<file path="src/plau_pkg.sv">
// Shared types, widths, constants and helper functions for the launch angle unit.
// No dependencies; imported by every module of the block.
package plau_pkg;

    localparam int ZW        = 25;   // angle accumulator, enough for 20 fraction bits
    localparam int CW        = 48;   // CORDIC x/y datapath
    localparam int NUM_W     = 54;   // 256*g*x^2
    localparam int DEN_W     = 32;   // v^2
    localparam int Q_W       = 27;   // quotient bits 26..0
    localparam int SQ_W      = 48;   // square root working width
    localparam int ROOT_W    = 24;
    localparam int A_W       = 27;
    localparam int SS_W      = 31;
    localparam int TABLE_LEN = 24;

    localparam logic [Q_W-1:0] Q_SAT = 27'd33554432;

    localparam longint Q30_PI      = 64'sd3373259426;
    localparam longint Q30_HALF_PI = 64'sd1686629713;

    localparam longint ATAN_Q30 [TABLE_LEN] = '{
        64'sd843314857, 64'sd497837829, 64'sd263043837, 64'sd133525159,
        64'sd67021687,  64'sd33543516,  64'sd16775851,  64'sd8388437,
        64'sd4194283,   64'sd2097149,   64'sd1048576,   64'sd524288,
        64'sd262144,    64'sd131072,    64'sd65536,     64'sd32768,
        64'sd16384,     64'sd8192,      64'sd4096,      64'sd2048,
        64'sd1024,      64'sd512,       64'sd256,       64'sd128
    };

    typedef struct packed {
        logic [15:0]        launch_speed;
        logic [14:0]        target_horizontal;
        logic signed [15:0] target_vertical;
    } t_req;

    typedef struct packed {
        logic [1:0]         solution_count;
        logic signed [15:0] flat_angle;
        logic signed [15:0] lofted_angle;
    } t_res;

    // per-request data carried alongside the arithmetic cells
    typedef struct packed {
        logic                  ok;
        logic                  down;
        logic                  rzero;
        logic [14:0]           x;
        logic signed [15:0]    y;
        logic signed [A_W-1:0] a;
        logic [SS_W-1:0]       ss;
    } t_side;

    typedef struct packed {
        logic signed [CW-1:0] cx;
        logic signed [CW-1:0] cy;
        logic signed [ZW-1:0] z;
    } t_rot;

    // Q30 to frac bits, round half up
    function automatic logic signed [ZW-1:0] from_q30(input longint v, input int frac);
        longint r;
        r = (v + (longint'(1) << (29 - frac))) >>> (30 - frac);
        return ZW'(r);
    endfunction

    function automatic t_rot rot_step(input t_rot c, input int i,
                                      input logic signed [ZW-1:0] ang);
        t_rot                 n;
        logic signed [CW-1:0] dx;
        logic signed [CW-1:0] dy;
        dx = $signed(c.cy) >>> i;
        dy = $signed(c.cx) >>> i;
        if (c.cy[CW-1] == 1'b0) begin
            n.cx = c.cx + dx;
            n.cy = c.cy - dy;
            n.z  = c.z + ang;
        end else begin
            n.cx = c.cx - dx;
            n.cy = c.cy + dy;
            n.z  = c.z - ang;
        end
        return n;
    endfunction

endpackage

</file>
<file path="src/plau_cordic_cell.sv">
// One CORDIC vectoring cell, two lanes: alpha (asin term) and phi (target bearing).
// Depends on plau_pkg.
module plau_cordic_cell #(
    parameter int STAGE = 0,
    parameter int FRAC  = 13
) (
    input  logic            i_clk,
    input  logic            i_rst_n,
    input  logic            i_vld,
    input  plau_pkg::t_side i_side,
    input  plau_pkg::t_rot  i_alpha,
    input  plau_pkg::t_rot  i_phi,
    output logic            o_vld,
    output plau_pkg::t_side o_side,
    output plau_pkg::t_rot  o_alpha,
    output plau_pkg::t_rot  o_phi
);
    import plau_pkg::*;

    localparam logic signed [ZW-1:0] ANG = from_q30(ATAN_Q30[STAGE], FRAC);

    logic  r_vld;
    t_side r_side;
    t_rot  r_alpha;
    t_rot  r_phi;

    always_ff @(posedge i_clk) begin
        if (!i_rst_n) begin
            r_vld <= 1'b0;
        end else begin
            r_vld <= i_vld;
        end
        r_side  <= i_side;
        r_alpha <= rot_step(i_alpha, STAGE, ANG);
        r_phi   <= rot_step(i_phi, STAGE, ANG);
    end

    assign o_vld   = r_vld;
    assign o_side  = r_side;
    assign o_alpha = r_alpha;
    assign o_phi   = r_phi;

endmodule

</file>
<file path="config.mk">
export PLATFORM = sky130hd
export DESIGN_NAME = plau_cordic_cell
export DESIGN_NICKNAME = d
export VERILOG_FILES = /design/src/plau_pkg.sv /design/src/plau_cordic_cell.sv
export SDC_FILE = /design/constraint.sdc
export NUM_CORES = 1
export LEC_CHECK = 0
export BUFFER_PORTS_ARGS = -buffer_cell sky130_fd_sc_hd__buf_2
export CAP_MARGIN = 10
export CORE_MARGIN = 2
export CORE_UTILIZATION = 25
export CTS_CLUSTER_DIAMETER = 120
export CTS_CLUSTER_SIZE = 30
export DETAILED_ROUTE_END_ITERATION = 16
export GPL_ROUTABILITY_DRIVEN = 0
export PLACE_DENSITY = 0.47
export SYNTH_ARGS = -nofsm -noshare
export SYNTH_HDL_FRONTEND = slang
export SYNTH_SLANG_ARGS = --single-unit
</file>
<file path="constraint.sdc">
create_clock -name i_clk -period 3.1 [get_ports i_clk]
set_input_delay 0.155 -clock i_clk [delete_from_list [all_inputs] [get_ports i_clk]]
set_output_delay 0.155 -clock i_clk [all_outputs]
set_load 0.05 [all_outputs]
</file>
==> reports/qor.yml <==
route:
  top_layer_used: "met5"
  drc: 0
  ant_nets: 0
  wirelength_um: 117000
  dr_wl_met2_um: 53400
  routedWlPerCell_um: 19.7
  wl_met3_um: 7940
  vias: 28400
  routed_via_density: 4.79
  met1_length_um: 51900
  firstDrtPassIters: 6
  drt_iter0_drc: 2075
timing:
  finalSetupViolCount: 0
  maxSlewViolCount: 0
  rsz0062_at_grt: "yes"
  min_period_ns: 2.97
  whs_ns: 0.0315
  setup_ws_ns: 0.127
  hold_violations: 0
  setup_tns_ns: 0
  fmax_mhz: 336
  worstMarginPinSlew_ns: 0.876
  timing.slew.headroom_pct: 40.1
  min_period_over_period_pct: 95.9
grt:
  grt_pass1_vias: 28000
  grt_max_degree: 67
  grt_usage_pct: 20.6
  antenna_found_initial: 31
  grt_first_pass_wirelength_um: 171000
  grt.overflow.total: 0
synthesis:
  syn_inst: 3288
  ys_async_sr_fraction_pct: 0
  synth_flop_cell: "dfxtp_1"
  syn_area_per_cell_um2: 7.94
  synth.distinct_cells: 93
  yosysSeqAreaShare_pct: 25.5
  synth_edf_count: 0
  ys_ff_latch: 333
  synth_fp_nets: 3991
  synth_area_um2: 26100
  yosysWarnings: 0
finish:
  final_area_um2: 37000
  multiInputGateArea_um2: 17900
  nets: 5215
  fillers: 11000
  layout_common_cells: "669 x buf_2, 505 x buf_4, 404 x a21oi_1"
  drive_gt1_share_pct: 28.7
  final_common_cell: "buf_2"
  seq_area_um2: 6670
  area_growth_pct: 41.8
floorplan:
  rows: 118
  io_pins: 672
  die_w_um: 327
  start_util_pct: 25.2
  die_h_um: 327
  core_um2: 103000
  dieArea_um2: 107000
power_and_ir_drop:
  p_int_mw: 9.59
  combPwrFrac_pct: 51.8
  clkPwrFrac_pct: 18.7
  power.leakage_nw: 17.9
  switchingPower_mw: 8.78
  p_seq_share_pct: 29.6
  netSwitchingFraction_pct: 47.8
  p_per_area_nw_per_um2: 496
  max-vdd-ir-drop_uv: 567
clock_network:
  cts_buffers: 21
  clock-sinks: 333
  cts_tree: "built"
  clock-root-buffer: "clkbuf_16"
  cts_max_level: 1
  cts_buffer_depth: 3
  path_clk_slew_ns: 0.11
critical_path:
  start_kind: "input port"
  crit_fanout: 3
  end_kind: "register"
  cp_data_arrival_time_ns: 3.52
  path_class: "in2reg"
  cp.required_ns: 3.64
status:
  status: "completed"
placed_design:
  placed_area_um2: 34400
  hpwl_um: 97700
  port-buffer-count: 671
  place_ws_ns: -0.573
flow_run:
  drv_cap: 0
hold_path:
  hold_class: "in2reg"
## power by group through the flow
stage	combinational [mW]	clock [mW]	sequential (mW)
floorplan	3.11	0	8.22
global placement	9.22	0	5.53
detailed placement	9.18	0	5.52
CTS	9.44	3.59	5.44
global route	10.1	3.72	5.49
finish	9.51	3.43	5.43
## cells by family (layout without fill, tap and decap cells)
group / after synthesis / after routing / share of synthesized area, %
adder cells (fa/ha/maj): 366 / 366 / 17.8
AO/OA/AOI/OAI: 1103 / 1103 / 26.7
AND/OR/NAND/NOR: 762 / 762 / 13.8
XOR/XNOR: 224 / 224 / 7.52
other: 0 / 14 / 0
multiplexers: 56 / 56 / 2.15
flip-flops: 333 / 333 / 25.5
buffers and inverters: 444 / 1682 / 6.58
## flip-flops by register name (all words and copies together) (netlist names)
register  cells
o_phi       120
o_alpha     120
o_side       92
o_vld         1
## per-layer routing
| metal | up-vias | GRT usage [%] |
|---|---|---|
| li1 | 13900 | - |
| met1 | 13200 | 27.4 |
| met2 | 1010 | 33.9 |
| met3 | 159 | 3.50 |
| met4 | 18 | 6.55 |
| met5 | - | 0 |
## area by class of cell
type	instances	share of cell area [%]
antenna	14	0.0946
sequential	333	18.0
timing repair buffer	1337	23.7
clock buffer	22	1.46
inverter	308	3.13
multi-input combinational	2511	48.3
clock inverter	15	0.659
tap	1380	4.66
## what timing repair did
action                                  CTS  global route
resized for setup                         0            39
setup buffers                             0             3
hold buffers                            165             1
endpoints found under the hold margin   150             1
endpoints found under the setup margin    0            31
## synthesized netlist by cell type, types with 8 or more instances
cell type  instances  area share, %
and3_1            17           0.41
mux2i_1           56            2.1
a211o_1            9           0.30
a21o_1            77            2.2
or3_1             15           0.36
or2_2             20           0.48
a21oi_1          408            7.8
inv_1            296            4.3
nor4_1            17           0.41
xor2_1            31            1.0
a31oi_1           31           0.74
o22ai_1           12           0.29
a211oi_1          31           0.89
buf_1             22           0.32
nand4_1           31           0.74
clkbuf_1          91            1.3
o211ai_1          26           0.75
nor2b_1           37           0.89
o31ai_1           29           0.83
o21ai_1           18           0.35
nand2b_1          30           0.72
nor3_1            70            1.3
fa_1               8           0.61
a21boi_0          17           0.49
buf_2             17           0.33
xnor2_1          193            6.5
ha_1             358             17
a221o_1            8           0.31
dfxtp_1          333             26
o21a_1            33           0.95
nor2_1           280            4.0
nand2_1          156            2.2
o21bai_1          90            2.6
nand3_1           45           0.86
o21ai_0          206            3.9
and2_1            14           0.34
## final timing paths
| kind | depth (start not counted) | startpoint | to |
|---|---|---|---|
| min | 4 | i_phi[3] | o_phi[3] |
| max | 17 | i_alpha[25] | o_alpha[111] |
## worst max-delay path, stage by stage
cell	delay [ns]
buf_2	0.12
buf_4	0.12
ha_1	0.22
fa_1	0.42
and4b_1	0.35
a2111oi_2	0.07
o21ai_1	0.19
a21o_1	0.16
a21oi_1	0.10
a311oi_1	0.49
buf_4	0.19
nor2_1	0.08
o21ai_0	0.29
buf_4	0.18
a21oi_1	0.06
a21oi_1	0.19
xnor2_1	0.14
## stage by stage
stage	total power, mW	utilization (%)	instances
after floorplan	11.3	-	3288
after global placement	14.8	33.2	5703
after detailed placement	14.7	33.2	5703
after CTS	18.5	35.6	5905
after global routing	19.3	35.8	5916
final	18.4	35.8	5920
No activity file was read; power rests on OpenSTA's default activity.
