### src/plau_pkg.sv
// Shared types, widths, constants and helper functions for the launch angle unit.
// No dependencies; imported by every module of the block.
package plau_pkg;

    localparam int ZW        = 25;   // angle accumulator, enough for 20 fraction bits
    localparam int CW        = 48;   // CORDIC x/y datapath
    localparam int NUM_W     = 54;   // 256*g*x^2
    localparam int DEN_W     = 32;   // v^2
    localparam int Q_W       = 27;   // quotient bits 26..0
    localparam int SQ_W      = 48;   // square root working width
    localparam int ROOT_W    = 24;
    localparam int A_W       = 27;
    localparam int SS_W      = 31;
    localparam int TABLE_LEN = 24;

    localparam logic [Q_W-1:0] Q_SAT = 27'd33554432;

    localparam longint Q30_PI      = 64'sd3373259426;
    localparam longint Q30_HALF_PI = 64'sd1686629713;

    localparam longint ATAN_Q30 [TABLE_LEN] = '{
        64'sd843314857, 64'sd497837829, 64'sd263043837, 64'sd133525159,
        64'sd67021687,  64'sd33543516,  64'sd16775851,  64'sd8388437,
        64'sd4194283,   64'sd2097149,   64'sd1048576,   64'sd524288,
        64'sd262144,    64'sd131072,    64'sd65536,     64'sd32768,
        64'sd16384,     64'sd8192,      64'sd4096,      64'sd2048,
        64'sd1024,      64'sd512,       64'sd256,       64'sd128
    };

    typedef struct packed {
        logic [15:0]        launch_speed;
        logic [14:0]        target_horizontal;
        logic signed [15:0] target_vertical;
    } t_req;

    typedef struct packed {
        logic [1:0]         solution_count;
        logic signed [15:0] flat_angle;
        logic signed [15:0] lofted_angle;
    } t_res;

    // per-request data carried alongside the arithmetic cells
    typedef struct packed {
        logic                  ok;
        logic                  down;
        logic                  rzero;
        logic [14:0]           x;
        logic signed [15:0]    y;
        logic signed [A_W-1:0] a;
        logic [SS_W-1:0]       ss;
    } t_side;

    typedef struct packed {
        logic signed [CW-1:0] cx;
        logic signed [CW-1:0] cy;
        logic signed [ZW-1:0] z;
    } t_rot;

    // Q30 to frac bits, round half up
    function automatic logic signed [ZW-1:0] from_q30(input longint v, input int frac);
        longint r;
        r = (v + (longint'(1) << (29 - frac))) >>> (30 - frac);
        return ZW'(r);
    endfunction

    function automatic t_rot rot_step(input t_rot c, input int i,
                                      input logic signed [ZW-1:0] ang);
        t_rot                 n;
        logic signed [CW-1:0] dx;
        logic signed [CW-1:0] dy;
        dx = $signed(c.cy) >>> i;
        dy = $signed(c.cx) >>> i;
        if (c.cy[CW-1] == 1'b0) begin
            n.cx = c.cx + dx;
            n.cy = c.cy - dy;
            n.z  = c.z + ang;
        end else begin
            n.cx = c.cx - dx;
            n.cy = c.cy + dy;
            n.z  = c.z - ang;
        end
        return n;
    endfunction

endpackage

### src/plau_div_cell.sv
// One restoring-division cell: decides one quotient bit of 256*g*x^2 / v^2.
// Depends on plau_pkg.
module plau_div_cell #(
    parameter int BIT = 0
) (
    input  logic                       i_clk,
    input  logic                       i_rst_n,
    input  logic                       i_vld,
    input  plau_pkg::t_side            i_side,
    input  logic [plau_pkg::NUM_W-1:0] i_rem,
    input  logic [plau_pkg::DEN_W-1:0] i_den,
    input  logic [plau_pkg::Q_W-1:0]   i_q,
    output logic                       o_vld,
    output plau_pkg::t_side            o_side,
    output logic [plau_pkg::NUM_W-1:0] o_rem,
    output logic [plau_pkg::DEN_W-1:0] o_den,
    output logic [plau_pkg::Q_W-1:0]   o_q
);
    import plau_pkg::*;

    localparam int CMP_W = DEN_W + Q_W;

    logic [CMP_W-1:0] w_sub;
    logic             w_ge;
    logic [NUM_W-1:0] n_rem;
    logic [Q_W-1:0]   n_q;
    logic             r_vld;
    t_side            r_side;
    logic [NUM_W-1:0] r_rem;
    logic [DEN_W-1:0] r_den;
    logic [Q_W-1:0]   r_q;

    assign w_sub = CMP_W'(i_den) << BIT;
    assign w_ge  = CMP_W'(i_rem) >= w_sub;

    always_comb begin
        n_q      = i_q;
        n_q[BIT] = w_ge;
        n_rem    = w_ge ? (i_rem - NUM_W'(w_sub)) : i_rem;
    end

    always_ff @(posedge i_clk) begin
        if (!i_rst_n) begin
            r_vld <= 1'b0;
        end else begin
            r_vld <= i_vld;
        end
        r_side <= i_side;
        r_rem  <= n_rem;
        r_den  <= i_den;
        r_q    <= n_q;
    end

    assign o_vld  = r_vld;
    assign o_side = r_side;
    assign o_rem  = r_rem;
    assign o_den  = r_den;
    assign o_q    = r_q;

endmodule

### config.mk
export PLATFORM = sky130hd
export DESIGN_NAME = plau_div_cell
export DESIGN_NICKNAME = d
export VERILOG_FILES = /design/src/plau_pkg.sv /design/src/plau_div_cell.sv
export SDC_FILE = /design/constraint.sdc
export NUM_CORES = 1
export LEC_CHECK = 0
export ABC_CLOCK_PERIOD_IN_PS = 3100
export CAP_MARGIN = 10
export CORE_AREA = 2 2 161 163
export CTS_CLUSTER_SIZE = 24
export DETAILED_ROUTE_END_ITERATION = 8
export DIE_AREA = 0 0 163 165
export DONT_BUFFER_PORTS = 1
export GPL_TIMING_DRIVEN = 0
export SETUP_SLACK_MARGIN = 0.4
export SLEW_MARGIN = 20
export SYNTH_ARGS = -nofsm -noshare
export SYNTH_HDL_FRONTEND = slang
export SYNTH_SLANG_ARGS = --single-unit
### constraint.sdc
create_clock -name i_clk -period 3.1 [get_ports i_clk]
set_input_delay 0.31 -clock i_clk [delete_from_list [all_inputs] [get_ports i_clk]]
set_output_delay 0.31 -clock i_clk [all_outputs]
set_load 0.03 [all_outputs]
==> results by group, run 1 <==
Floorplanning
  • Die H: between 150 and 200 um
  • Row count: just under 60
  • Die width: 163 um
  • Effective utilization at floorplan: 27.32%
  • I/O pins: 414

Placement
  • Port buffer count: 0
  • DP Wirelength: approximately 22 mm
  • Final GP Congestion: 0.8276
  • Inst Count DP: 977

Clocking
  • H-tree depth: 1
  • CTS resizes: 2
  • Sink Count: roughly 200
  • Clk root buf: clkbuf_16
  • CTS max path bufs: 3
  • Post-CTS Hold Fix Bufs: 205
  • Postcts setup bufs: 3
  • TritonCTS Buffers: 23

Logic synthesis
  • Synthesized flop and latch total: 206
  • Post-Synthesis Cells: 647
  • Register area share after synthesis: between 60% and 70%
  • Synthesized area per cell: ~11 um^2
  • Syn_nets: between 800 and 900
  • Post-synth EDFFs: 0
  • Async SR Flop Fraction: 0%
  • Synthesis Warnings: 0
  • Post-synth cell types: 48
  • Dominant synthesized flop cell: dfxtp_1
  • Synthesized area: 6839 um^2

Status
  • Failing step: clock tree synthesis
  • Run status: aborted with a tool error
  • Tool error: [ERROR RSZ-0060] Max buffer count reached.
==> kinds of logic after synthesis <==
kind of cell	count (synthesis)	share of synthesized area (%)
xor gates and xnor gates	50	6.403
buffers and inverters	59	3.366
and+or+nand+nor	161	11.60
AOI/OAI and AO/OA	135	11.69
muxes	3	0.4939
adders and majority gates	33	6.147
DFF	206	60.30
==> cell usage after synthesis, types with 2 or more instances <==
cell type	n	area share, %
dfxtp_1	206	60
nand2_1	58	3.2
o21ai_0	52	3.8
inv_1	43	2.4
a21oi_1	38	2.8
ha_1	32	5.9
xor2_1	32	4.1
nor2_1	30	1.6
xnor2_1	18	2.3
a21o_1	11	1.2
clkbuf_1	11	0.60
nand4_1	11	1.0
nor3_1	11	0.80
nor4_1	10	0.91
or3_1	9	0.82
nand3_1	7	0.51
a31oi_1	6	0.55
o211ai_1	6	0.66
nand2b_1	5	0.46
a221oi_1	4	0.51
buf_2	4	0.29
or4_1	4	0.44
mux2_2	3	0.49
o21bai_1	3	0.33
a211o_1	2	0.26
a211oi_1	2	0.22
and2_1	2	0.18
and3_1	2	0.18
nand4b_1	2	0.26
nor2b_1	2	0.18
nor3_2	2	0.29
o21a_1	2	0.22
or2_2	2	0.18
==> through the flow <==
step,area [um^2],worst slack (ns)
detailed placement,7332,-0.3756
global placement,7332,-0.3923
floorplan,6919,0.3256
==> run 2: changes to the inputs <==
==> config.mk (replaced) <==
export PLATFORM = sky130hd
export DESIGN_NAME = plau_div_cell
export DESIGN_NICKNAME = d
export VERILOG_FILES = /design/src/plau_pkg.sv /design/src/plau_div_cell.sv
export SDC_FILE = /design/constraint.sdc
export NUM_CORES = 1
export LEC_CHECK = 0
export ABC_CLOCK_PERIOD_IN_PS = 4030
export CAP_MARGIN = 10
export CORE_MARGIN = 2
export CORE_UTILIZATION = 20
export DETAILED_ROUTE_END_ITERATION = 8
export DONT_BUFFER_PORTS = 1
export GPL_TIMING_DRIVEN = 0
export PLACE_DENSITY_LB_ADDON = 0.15
export SLEW_MARGIN = 20
export SYNTH_ARGS = -nofsm -noshare
export SYNTH_HDL_FRONTEND = slang
export SYNTH_SLANG_ARGS = --single-unit
==> constraint.sdc (replaced) <==
create_clock -name i_clk -period 4.03 [get_ports i_clk]
set_input_delay 0.403 -clock i_clk [delete_from_list [all_inputs] [get_ports i_clk]]
set_output_delay 0.403 -clock i_clk [all_outputs]
set_load 0.03 [all_outputs]
==> results by group, run 2 <==
Power and ir drop
  • Clock power share: 39.5%
  • Maximum vdd drop: 0.0003220 V
  • Pwr dens: 519.6 nW/um^2
  • Logic pwr share: 10.3%
  • Lkg Pwr: 4.136 nW
  • Internal power: ~3.7 mW
  • Sw Ratio: slightly below 30%
  • Net Sw Power: between 1.5 and 2 mW
  • Sequential Power Share: between 50% and 60%

Clocking
  • Clk root buf: clkbuf_16
  • Sink Count: 206 (unchanged)
  • TritonCTS Buffers: 23 (unchanged)
  • CTS max path bufs: 3 (unchanged)
  • CTS clk-pin slew, worst paths: 0.06 ns
  • Postcts setup bufs: 0 (-3)
  • Post-CTS Hold Fix Bufs: 198 (-3.4%)
  • CTS resizes: 0 (-2)
  • CTS tree: built
  • H-tree depth: 1 (unchanged)

Timing
  • Final min period: 3.275 ns
  • Final Slew Violations: 0
  • Post-route setup TNS: 0 ns
  • Final period util: 81.25%
  • Setup violators final: 0
  • Max Fclk: 305.4 MHz
  • Slew HR: 51.30%
  • Fin worst setup slack: 0.7555 ns
  • Worst slew pin tran: 0.7274 ns
  • RSZ-0062 raised after global routing: no
  • Fin. Hold Viols: 0

Worst setup path
  • Slowest-stage cell, CP: a221oi_1
  • CP arrival: 3.66 ns
  • Setup crit end kind: register
  • CP peak stage delay: approximately 0.55 ns
  • Worst Path Max Fanout: 8
  • CP dominant cell by count: inv_1
  • Crit Path Category: in2reg
  • Startpoint type of the worst setup path: primary input
  • CP Data Required Time: between 4 and 5 ns
  • Cell-by-cell trace of the critical path: inv_1 > ha_1 > inv_1 > fa_1 > a21o_1 > a221oi_1 > o211a_1 > o21a_1 > o211ai_1 > a211o_1 > o41ai_1 > o21ai_0

Layout
  • Area grow syn2layout: 48.06%
  • # fillers: 3502
  • Fraction of layout cells with a size suffix above 1: roughly 5.6%
  • Largest register FFs: 92
  • Post-route insts no fill: 1333
  • Design Area, Final: 10130 um^2
  • Commonest non-fill, non-tap cell in the layout: dfxtp_1
  • Multi-input logic area: 2485 um^2
  • Ant. Diodes: 0
  • Seq. cell area: 4124 um^2
  • Final nets: 1111
  • Most frequent cells in the layout: 206 x dfxtp_1, 198 x dlygate4sd3_1, 58 x nand2_1

Routing
  • Drt pass-1 iters: 4
  • Via count: 5466
  • # DRC: 0
  • WL final: 27.68 mm
  • DR WL/cell: 20.76 um
  • Post-DRT Antenna Nets: 0
  • Vias/cell: a little over 4
  • 1st-iter DRT viols: 161

Logic synthesis
  • Most numerous cell in the Yosys netlist: dfxtp_1
  • Synthesized area per cell: 10.57 um^2 (unchanged)
  • Async SR Flop Fraction: 0% (unchanged)
  • Leading area contributor after synthesis: dfxtp_1
  • Post-synth EDFFs: 0 (unchanged)
  • Post-synth cell types: 48 (unchanged)
  • Synthesized flop and latch total: 206 (unchanged)
  • Synthesis Warnings: 0 (unchanged)
  • Dominant synthesized flop cell: dfxtp_1
  • Synthesized area: 6839 um^2 (unchanged)
  • Synth cell count leaders: 206 x dfxtp_1, 58 x nand2_1, 52 x o21ai_0, 43 x inv_1, 38 x a21oi_1
  • Syn_nets: 888 (unchanged)
  • Register area share after synthesis: 60.30% (unchanged)
  • Yosys top cell area share: 60.30% (unchanged)
  • Post-Synthesis Cells: 647 (unchanged)
  • Synth area leaders: dfxtp_1 60%, ha_1 5.9%, xor2_1 4.1%

Placement
  • Port buffer count: 0 (unchanged)
  • Final GP Congestion: 0.7508 (-9.3%)
  • DP Wirelength: 21.01 mm (-2.6%)
  • Worst slack at placement: 0.2297 ns (+0.6053 ns)
  • Inst Count DP: 1095 (+12%)
  • Placed cell areas: 7400 um^2 (+0.92%)

Floorplanning
  • Effective utilization at floorplan: 20.34% (-7.0 points)
  • Core Region: 33620 um^2
  • Die H: 188.9 um (+14%)
  • I/O pins: 414 (unchanged)
  • Die width: 188.9 um (+16%)
  • Die area: about 36000 um^2
  • Row count: 67 (+16%)

Global routing
  • Vias in the first global route: between 5000 and 6000
  • Initial antenna violation count: 0
  • Total GRT Usage: 14.89%
  • Met3 usage: 4.004%
  • GR Layer Usage met2: 27.40%
  • Gr busiest metal: met2
  • Overflow after GRT: 0
  • Met1 Use GR: 17.03%
  • First-pass GRT wire length: 39.25 mm
  • Pin count of the biggest net entering global routing: 15

Worst hold path
  • Hold/Removal Path Class: in2reg

Job
  • Max cap viols: 0

Status
  • Run status: completed
[run 2: cell counts after synthesis]
No cell type changed its count.
[run 2: layout make-up]
| class | count | area share (%) |
|---|---|---|
| Buffer | 16 | 0.6796 |
| Clock buffer | 28 | 6.067 |
| Clock inverter | 12 | 1.285 |
| Inverter | 43 | 1.594 |
| Multi-Input combinational cell | 382 | 24.54 |
| Sequential cell | 206 | 40.73 |
| Tap cell | 448 | 5.536 |
| Timing Repair Buffer | 198 | 19.57 |
[run 2: power by group through the flow]
stage                     Sequential [mW]  Clock [mW]  Combinational, mW
after floorplan                      2.64           0              0.287
after global placement               2.70           0              0.380
after detailed placement             2.69           0              0.379
after CTS                            2.65        2.16              0.548
after global routing                 2.66        2.24              0.604
final                                2.64        2.08              0.542
[run 2: metrics by stage]
stage,util (%),total power [mW],hold slack (ns)
3_5_place_dp,22.01,3.072,0.4308
4_1_cts,30.12,5.362,0.0003382
6_report,30.12,5.262,0.02460
5_1_grt,30.12,5.501,0.01695
2_1_floorplan,-,2.926,0.4307
3_3_place_gp,22.01,3.080,0.4308
[run 2: layer usage]
metal / up-vias / wire [um]
li1: 2667 / -
met1: 2527 / 10930
met2: 245 / 14200
met3: 27 / 2117
met4: 0 / 439
met5: - / 0
[run 2: worst paths after layout]
kind              startpoint   endpoint  slack [ns]  cells after the start
hold / removal     i_rem[11]  o_rem[11]        0.02                      2
setup / recovery    i_rem[0]  o_rem[44]        0.76                     12
[run 2: critical path: cells and delay by family]
| family | cells | cell delay (ns) |
|---|---|---|
| AO/OA/AOI/OAI | 8 | 2.60 |
| adder cells (fa/ha/maj) | 2 | 0.55 |
| buffers and inverters | 2 | 0.09 |
[run 2: cells by family after synthesis]
family,Yosys count,synth area share (%)
and+or+nand+nor,161,11.60
adders and majority gates,33,6.147
muxes,3,0.4939
DFF,206,60.30
AOI/OAI and AO/OA,135,11.69
buffers and inverters,59,3.366
xor gates and xnor gates,50,6.403
Power figures use the tool's default switching activity.
