--- src/plau_pkg.sv ---
// Shared types, widths, constants and helper functions for the launch angle unit.
// No dependencies; imported by every module of the block.
package plau_pkg;

    localparam int ZW        = 25;   // angle accumulator, enough for 20 fraction bits
    localparam int CW        = 48;   // CORDIC x/y datapath
    localparam int NUM_W     = 54;   // 256*g*x^2
    localparam int DEN_W     = 32;   // v^2
    localparam int Q_W       = 27;   // quotient bits 26..0
    localparam int SQ_W      = 48;   // square root working width
    localparam int ROOT_W    = 24;
    localparam int A_W       = 27;
    localparam int SS_W      = 31;
    localparam int TABLE_LEN = 24;

    localparam logic [Q_W-1:0] Q_SAT = 27'd33554432;

    localparam longint Q30_PI      = 64'sd3373259426;
    localparam longint Q30_HALF_PI = 64'sd1686629713;

    localparam longint ATAN_Q30 [TABLE_LEN] = '{
        64'sd843314857, 64'sd497837829, 64'sd263043837, 64'sd133525159,
        64'sd67021687,  64'sd33543516,  64'sd16775851,  64'sd8388437,
        64'sd4194283,   64'sd2097149,   64'sd1048576,   64'sd524288,
        64'sd262144,    64'sd131072,    64'sd65536,     64'sd32768,
        64'sd16384,     64'sd8192,      64'sd4096,      64'sd2048,
        64'sd1024,      64'sd512,       64'sd256,       64'sd128
    };

    typedef struct packed {
        logic [15:0]        launch_speed;
        logic [14:0]        target_horizontal;
        logic signed [15:0] target_vertical;
    } t_req;

    typedef struct packed {
        logic [1:0]         solution_count;
        logic signed [15:0] flat_angle;
        logic signed [15:0] lofted_angle;
    } t_res;

    // per-request data carried alongside the arithmetic cells
    typedef struct packed {
        logic                  ok;
        logic                  down;
        logic                  rzero;
        logic [14:0]           x;
        logic signed [15:0]    y;
        logic signed [A_W-1:0] a;
        logic [SS_W-1:0]       ss;
    } t_side;

    typedef struct packed {
        logic signed [CW-1:0] cx;
        logic signed [CW-1:0] cy;
        logic signed [ZW-1:0] z;
    } t_rot;

    // Q30 to frac bits, round half up
    function automatic logic signed [ZW-1:0] from_q30(input longint v, input int frac);
        longint r;
        r = (v + (longint'(1) << (29 - frac))) >>> (30 - frac);
        return ZW'(r);
    endfunction

    function automatic t_rot rot_step(input t_rot c, input int i,
                                      input logic signed [ZW-1:0] ang);
        t_rot                 n;
        logic signed [CW-1:0] dx;
        logic signed [CW-1:0] dy;
        dx = $signed(c.cy) >>> i;
        dy = $signed(c.cx) >>> i;
        if (c.cy[CW-1] == 1'b0) begin
            n.cx = c.cx + dx;
            n.cy = c.cy - dy;
            n.z  = c.z + ang;
        end else begin
            n.cx = c.cx - dx;
            n.cy = c.cy + dy;
            n.z  = c.z - ang;
        end
        return n;
    endfunction

endpackage

--- src/plau_sqrt_cell.sv ---
// One integer square root cell: settles one root bit (digit pair 4^K).
// Depends on plau_pkg.
module plau_sqrt_cell #(
    parameter int K = 0
) (
    input  logic                      i_clk,
    input  logic                      i_rst_n,
    input  logic                      i_vld,
    input  plau_pkg::t_side           i_side,
    input  logic [plau_pkg::SQ_W-1:0] i_rem,
    input  logic [plau_pkg::SQ_W-1:0] i_root,
    output logic                      o_vld,
    output plau_pkg::t_side           o_side,
    output logic [plau_pkg::SQ_W-1:0] o_rem,
    output logic [plau_pkg::SQ_W-1:0] o_root
);
    import plau_pkg::*;

    logic [SQ_W-1:0] w_bit;
    logic [SQ_W-1:0] w_sum;
    logic            w_ge;
    logic [SQ_W-1:0] n_rem;
    logic [SQ_W-1:0] n_root;
    logic            r_vld;
    t_side           r_side;
    logic [SQ_W-1:0] r_rem;
    logic [SQ_W-1:0] r_root;

    assign w_bit = SQ_W'(1) << (2 * K);
    assign w_sum = i_root + w_bit;
    assign w_ge  = i_rem >= w_sum;

    always_comb begin
        if (w_ge) begin
            n_rem  = i_rem - w_sum;
            n_root = (i_root >> 1) + w_bit;
        end else begin
            n_rem  = i_rem;
            n_root = i_root >> 1;
        end
    end

    always_ff @(posedge i_clk) begin
        if (!i_rst_n) begin
            r_vld <= 1'b0;
        end else begin
            r_vld <= i_vld;
        end
        r_side <= i_side;
        r_rem  <= n_rem;
        r_root <= n_root;
    end

    assign o_vld  = r_vld;
    assign o_side = r_side;
    assign o_rem  = r_rem;
    assign o_root = r_root;

endmodule

--- config.mk ---
export PLATFORM = sky130hd
export DESIGN_NAME = plau_sqrt_cell
export DESIGN_NICKNAME = d
export VERILOG_FILES = /design/src/plau_pkg.sv /design/src/plau_sqrt_cell.sv
export SDC_FILE = /design/constraint.sdc
export NUM_CORES = 1
export LEC_CHECK = 0
export ABC_AREA = 0
export BUFFER_PORTS_ARGS = -buffer_cell sky130_fd_sc_hd__buf_4
export CAP_MARGIN = 20
export CORE_AREA = 2 2 147 149
export DETAILED_ROUTE_END_ITERATION = 16
export DIE_AREA = 0 0 149 151
export PLACE_DENSITY_LB_ADDON = 0.3
export REMOVE_ABC_BUFFERS = 1
export SETUP_SLACK_MARGIN = 0.3
export SLEW_MARGIN = 20
export SYNTH_ARGS = -nofsm -noshare
export SYNTH_HDL_FRONTEND = slang
export SYNTH_SLANG_ARGS = --single-unit
export TNS_END_PERCENT = 20
--- constraint.sdc ---
create_clock -name i_clk -period 8.1 [get_ports i_clk]
set_clock_uncertainty 0.15 [all_clocks]
set_input_delay 2.025 -clock i_clk [delete_from_list [all_inputs] [get_ports i_clk]]
set_output_delay 2.025 -clock i_clk [all_outputs]
set_load 0.01 [all_outputs]
==> results of run 1 <==
cells by family after synthesis:
family,Yosys count,share of synthesized area [%]
and+or+nand+nor,376,20.7
AOI/OAI and AO/OA,213,15.0
DFF,189,41.2
xor gates and xnor gates,126,12.0
buffers and inverters,75,3.99
adders and majority gates,51,7.02
muxes,1,0.109
sequential cells by signal, indices dropped and copies added (netlist names):
name    count
o_rem      48
o_side     92
o_root     48
o_vld       1
per-layer routing:
layer	track usage, %	part of all wire, %	up-vias
met2	50.5	47	423
li1	-	-	4337
met1	38.4	42	4245
met4	12.0	3.6	0
met5	0	0	-
met3	6.48	7.7	77
layout make-up:
| class | count | area (sq um) | share of cell area [%] |
|---|---|---|---|
| Multi-Input combinational cell | 767 | 5050 | 39.6 |
| Sequential cell | 189 | 3780 | 29.7 |
| Timing Repair Buffer | 385 | 2890 | 22.7 |
| Clock buffer | 17 | 425 | 3.34 |
| Tap cell | 275 | 344 | 2.70 |
| Clock inverter | 15 | 183 | 1.43 |
| Inverter | 20 | 75.1 | 0.589 |
cell usage after synthesis (3+ instances only):
master / n / area [sq um]
dfxtp_1: 189 / 3780
nand2_1: 147 / 552
xnor2_1: 68 / 596
a21oi_1: 62 / 310
xor2_1: 58 / 508
ha_1: 50 / 626
nand4_1: 49 / 307
nor2_1: 38 / 143
o21ai_0: 36 / 180
nand3_1: 30 / 150
o21ai_1: 26 / 130
nor3_1: 25 / 125
inv_1: 20 / 75.1
buf_2: 19 / 95.1
clkbuf_1: 19 / 71.3
a21o_1: 16 / 120
and3_1: 16 / 100
buf_4: 12 / 90.1
nor4_1: 11 / 68.8
and2_1: 10 / 62.6
o21a_1: 9 / 67.6
nor2b_1: 8 / 50.1
o21bai_1: 8 / 60.1
a211oi_1: 7 / 52.6
o31ai_1: 7 / 52.6
or3_1: 7 / 43.8
a31oi_1: 6 / 37.5
a211o_1: 5 / 43.8
and4_1: 5 / 43.8
a21oi_2: 4 / 35.0
nand2b_1: 4 / 25.0
or2_2: 4 / 25.0
nand3b_1: 3 / 22.5
nor4_2: 3 / 37.5
o2111ai_1: 3 / 26.3
o211ai_1: 3 / 22.5
or4_1: 3 / 22.5
final timing paths:
| check | start | endpoint | slack (ns) | cells after the start |
|---|---|---|---|---|
| min | i_side[33] | o_side[33] | 1.53 | 1 |
| max | i_root[1] | o_rem[14] | 1.04 | 18 |
stage by stage:
step                hold slack (ns)  instance area (sq um)  cells  util [%]
floorplan                      1.90                   8900    976         -
global placement               1.98                  12100   1636      58.3
detailed placement             1.98                  12100   1636      58.3
CTS                            1.52                  12700   1668      61.2
global route                   1.52                  12700   1668      61.2
finish                         1.53                  12700   1668      61.2
report_power, final:
part           internal (mW)  switching [mW]
logic                  0.296           0.362
clock network          0.425           0.448
registers               1.01          0.0274
==> out/metrics.yaml, run 1 <==
job:
  cap_violations: 0
final_layout:
  nFillCells: 1917
  final_nets: 1622
  layout_commonest_cell: "buf_4"
  area_growth_pct: 38.6
  layout-drive-gt1-share_pct: 32.0
  diodes: 0
  most-common-layout-cells: "385 x buf_4, 189 x dfxtp_1, 147 x nand2_1"
setup_path:
  cp_top_family: "simple AND/OR/NAND/NOR gates"
  crit_buf_inv: 2
  slowest_delay_ns: 0.80
  crit_top_cell: "and3_1"
  arrival_ns: 7.23
  slowest_stage: "or2_4"
  crit_chain: "buf_4, ha_1, and3_1, and3_1, and3_1, nand3_4, or2_2, nor4_1, nand2_1, xor2_1, ha_1, a21o_1, a211oi_1, o211ai_2, o221ai_2, or2_4, buf_4, o21ai_0"
  required_ns: 8.26
  start_kind: "input pin"
  critPathMaxFanout: 80
  critical_path_class: "in -> reg"
  setup.worst_path.end_class: "register"
clock_tree:
  clockBufferDepth: 2
  cts-root-buf: "clkbuf_16"
  post_cts_resized: 0
  path_clk_slew_ns: 0.08
  cts.htree.levels: 4
  post-cts-setup-buffers: 0
  numClockSinks: 189
  cts-hold-fix-buffers: 0
  cts_made_buffers: 17
  cts_tree: "built"
routing:
  finalWirelength_um: 35400
  via_per_inst: 5.44
  dr.pass1.iters: 5
  drtIter0Drc: 637
  wl_per_cell_um: 21.3
  drc: 0
  num_vias: 9082
  drtAntennaViolNets: 0
placement:
  numPortBuffers: 379
  dp_hpwl_um: 28800
  pre_cts_slack_ns: 0.645
  gp_congestion: 0.934
power:
  ir_drop_mv: 0.121
  total_power_mw: 2.57
  power_density_nw_per_um2: 202
  leakagePower_nw: 5.70
floorplan:
  die_area_sq_um: 22500
  die_y_um: 151
  core_area_sq_um: 20800
  die_w_um: 149
  initial_utilization_pct: 44.2
  ioPinCount: 380
  row_count: 53
worst_hold_path:
  worstHoldPathType: "in -> reg"
sta:
  fmax_mhz: 142
  setup_viol: 0
  tightest_slew_ns: 0.889
  maxSlewHeadroom_pct: 40.7
  tns_ns: 0
  rsz0062_at_grt: "no"
  period_share_pct: 87.2
  setup_ws_ns: 1.04
  hold_viol_final: 0
  min_period_ns: 7.06
  slew_viol_final: 0
logic_synthesis:
  syn_area_sq_um: 9190
  synth_cell_types: 70
  synth-async-reset-ratio_pct: 0
  synth_enable_flop_cells: 0
  ys_warn_count: 0
  yosysSeqAreaShare_pct: 41.2
  syn_area_per_cell_sq_um: 8.92
  ys_ff_latch: 189
  synthCells: 1031
  ys.flop_type: "dfxtp_1"
global_route:
  grt_pass1_wl_um: 51300
  grt_pass1_vias: 8840
  antenna_found_initial: 0
  grt_usage_pct: 30.3
  grt_max_degree: 81
  grt_overflow: 0
status:
  status: "complete, no violations"
Note: power is estimated with default switching activity, not from simulation.
==> inputs of run 2 (changes only) <==
==> constraint.sdc (replaced) <==
create_clock -name i_clk -period 8.8 [get_ports i_clk]
set_clock_uncertainty 0.15 [all_clocks]
set_input_delay 2.2 -clock i_clk [delete_from_list [all_inputs] [get_ports i_clk]]
set_output_delay 2.2 -clock i_clk [all_outputs]
set_load 0.01 [all_outputs]
==> out/metrics.yaml, run 2 (synthesis results as in run 1) <==
floorplan:
  core_area_sq_um: 20800  # unchanged
  die_w_um: 149  # unchanged
  ioPinCount: 380  # unchanged
  row_count: 53  # unchanged
  die_area_sq_um: 22500  # unchanged
  die_y_um: 151  # unchanged
  initial_utilization_pct: 44.2  # unchanged
routing:
  drtIter0Drc: 726  # +14%
  drtAntennaViolNets: 0  # unchanged
  drc: 0  # unchanged
  wl_per_cell_um: 21.0  # -1.1%
  num_vias: 9031  # -0.56%
  finalWirelength_um: 35000  # -1.2%
  via_per_inst: 5.42  # -0.44%
  dr.pass1.iters: 5  # unchanged
final_layout:
  most-common-layout-cells: "383 x buf_4, 189 x dfxtp_1, 147 x nand2_1"
  layout-drive-gt1-share_pct: 31.9  # -0.098 points
  layout_commonest_cell: "buf_4"
  area_growth_pct: 38.6  # about the same
  nFillCells: 1862  # -2.9%
  diodes: 0  # unchanged
  largest_register_ffs: 92  # unchanged
  final_nets: 1620  # -0.12%
setup_path:
  required_ns: 8.97  # +0.71 ns
  slowest_stage: "or2_4"
  cp_top_family: "simple AND/OR/NAND/NOR gates"
  setup.worst_path.end_class: "register"
  arrival_ns: 7.33  # +0.10 ns
  critPathMaxFanout: 65  # -19%
  start_kind: "input pin"
  crit_top_cell: "and3_1"
  slowest_delay_ns: 0.71  # -0.09 ns
  critical_path_class: "in -> reg"
  crit_buf_inv: 2  # unchanged
  path_depth: 18  # unchanged
  crit_chain: "buf_4, ha_1, and3_1, and3_1, and3_1, nand3_4, or2_2, nor4_1, nand2_1, xor2_1, ha_1, a21o_1, a211oi_1, o211ai_2, o221ai_2, or2_4, buf_4, o21ai_0"
global_route:
  grt_pass1_wl_um: 50900  # -0.75%
  antenna_found_initial: 0  # unchanged
  grt_usage_pct: 30.1  # -0.23 points
  grt_overflow: 0  # unchanged
  grt_pass1_vias: 8727  # -1.3%
  grt_max_degree: 66  # -19%
worst_hold_path:
  whs_path_depth: 1  # unchanged
  worstHoldPathType: "in -> reg"
  min_to: "o_side[33]"
  holdCritStartpoint: "i_side[33]"
sta:
  period_share_pct: 81.4
  slew_viol_final: 0  # unchanged
  tightest_slew_ns: 0.909  # +0.0203 ns
  hold_viol_final: 0  # unchanged
  setup_viol: 0  # unchanged
  min_period_ns: 7.16
  rsz0062_at_grt: "no"
  maxSlewHeadroom_pct: 38.9  # -1.8 points
  tns_ns: 0  # unchanged
  fmax_mhz: 140
power:
  total_power_mw: 2.36  # -8.2%
  leakagePower_nw: 5.69  # -0.15%
  ir_drop_mv: 0.137  # +13%
  power_density_nw_per_um2: 185  # -8.2%
placement:
  gp_congestion: 0.983  # +5.3%
  numPortBuffers: 379  # unchanged
  dp_hpwl_um: 28300  # -1.6%
clock_tree:
  cts_tree: "built"
  post_cts_resized: 0  # unchanged
  post-cts-setup-buffers: 0  # unchanged
  cts-hold-fix-buffers: 0  # unchanged
  numClockSinks: 189  # unchanged
  cts-root-buf: "clkbuf_16"
  cts.htree.levels: 4  # unchanged
  cts_made_buffers: 17  # unchanged
  clockBufferDepth: 2  # unchanged
  path_clk_slew_ns: 0.08  # about the same
job:
  cap_violations: 0  # unchanged
status:
  status: "complete, no violations"
## run 2: changes by cell type in the layout (fill, tap and decap cells not counted)
| cell | delta |
|---|---|
| clkinv_8 | +3 |
| inv_8 | -2 |
| clkinv_4 | -1 |
| inv_6 | +1 |
| inv_12 | -1 |
| buf_4 | -2 |
## run 2: layer usage
| layer | GRT usage, % | part of all wire [%] |
|---|---|---|
| met5 | 0 | 0 |
| met2 | 48.1 | 46 |
| met4 | 14.4 | 4.9 |
| met3 | 8.07 | 8.8 |
| met1 | 37.7 | 41 |
## run 2: worst max path at each step
| stage | from | end |
|---|---|---|
| floorplan | i_root[1] | o_rem[47] |
| global placement | i_root[1] | o_rem[10] |
| detailed placement | i_root[1] | o_rem[4] |
| CTS | i_root[1] | o_rem[35] |
| global route | i_root[1] | o_rem[35] |
| finish | i_root[1] | o_rem[7] |
## run 2: through the flow
stage | worst slack, ns | utilization, % | hold WS, ns | instance area (sq um) | std cells
after detailed placement | 1.28 | 58.2 | 2.16 | 12100 | 1634
final | 1.64 | 61.2 | 1.70 | 12700 | 1666
after global routing | 1.25 | 61.2 | 1.69 | 12700 | 1666
after CTS | 1.69 | 61.2 | 1.70 | 12700 | 1666
after global placement | 1.33 | 58.2 | 2.15 | 12100 | 1634
after floorplan | 0.975 | - | 2.08 | 8900 | 976
## run 2: power breakdown
group / switching [mW] / internal, mW / total, mW
clock: 0.408 / 0.391 / 0.798
sequential: 0.0262 / 0.933 / 0.959
combinational: 0.332 / 0.272 / 0.604
total: 0.766 / 1.60 / 2.36
## run 2: cell type report
type                            count  area [sq um]  area share [%]
Multi-Input combinational cell    767          5050            39.6
Sequential cell                   189          3780            29.7
Timing Repair Buffer              383          2880            22.6
Clock buffer                       17           425            3.34
Tap cell                          275           344            2.70
Clock inverter                     15           193            1.51
Inverter                           20          75.1           0.589
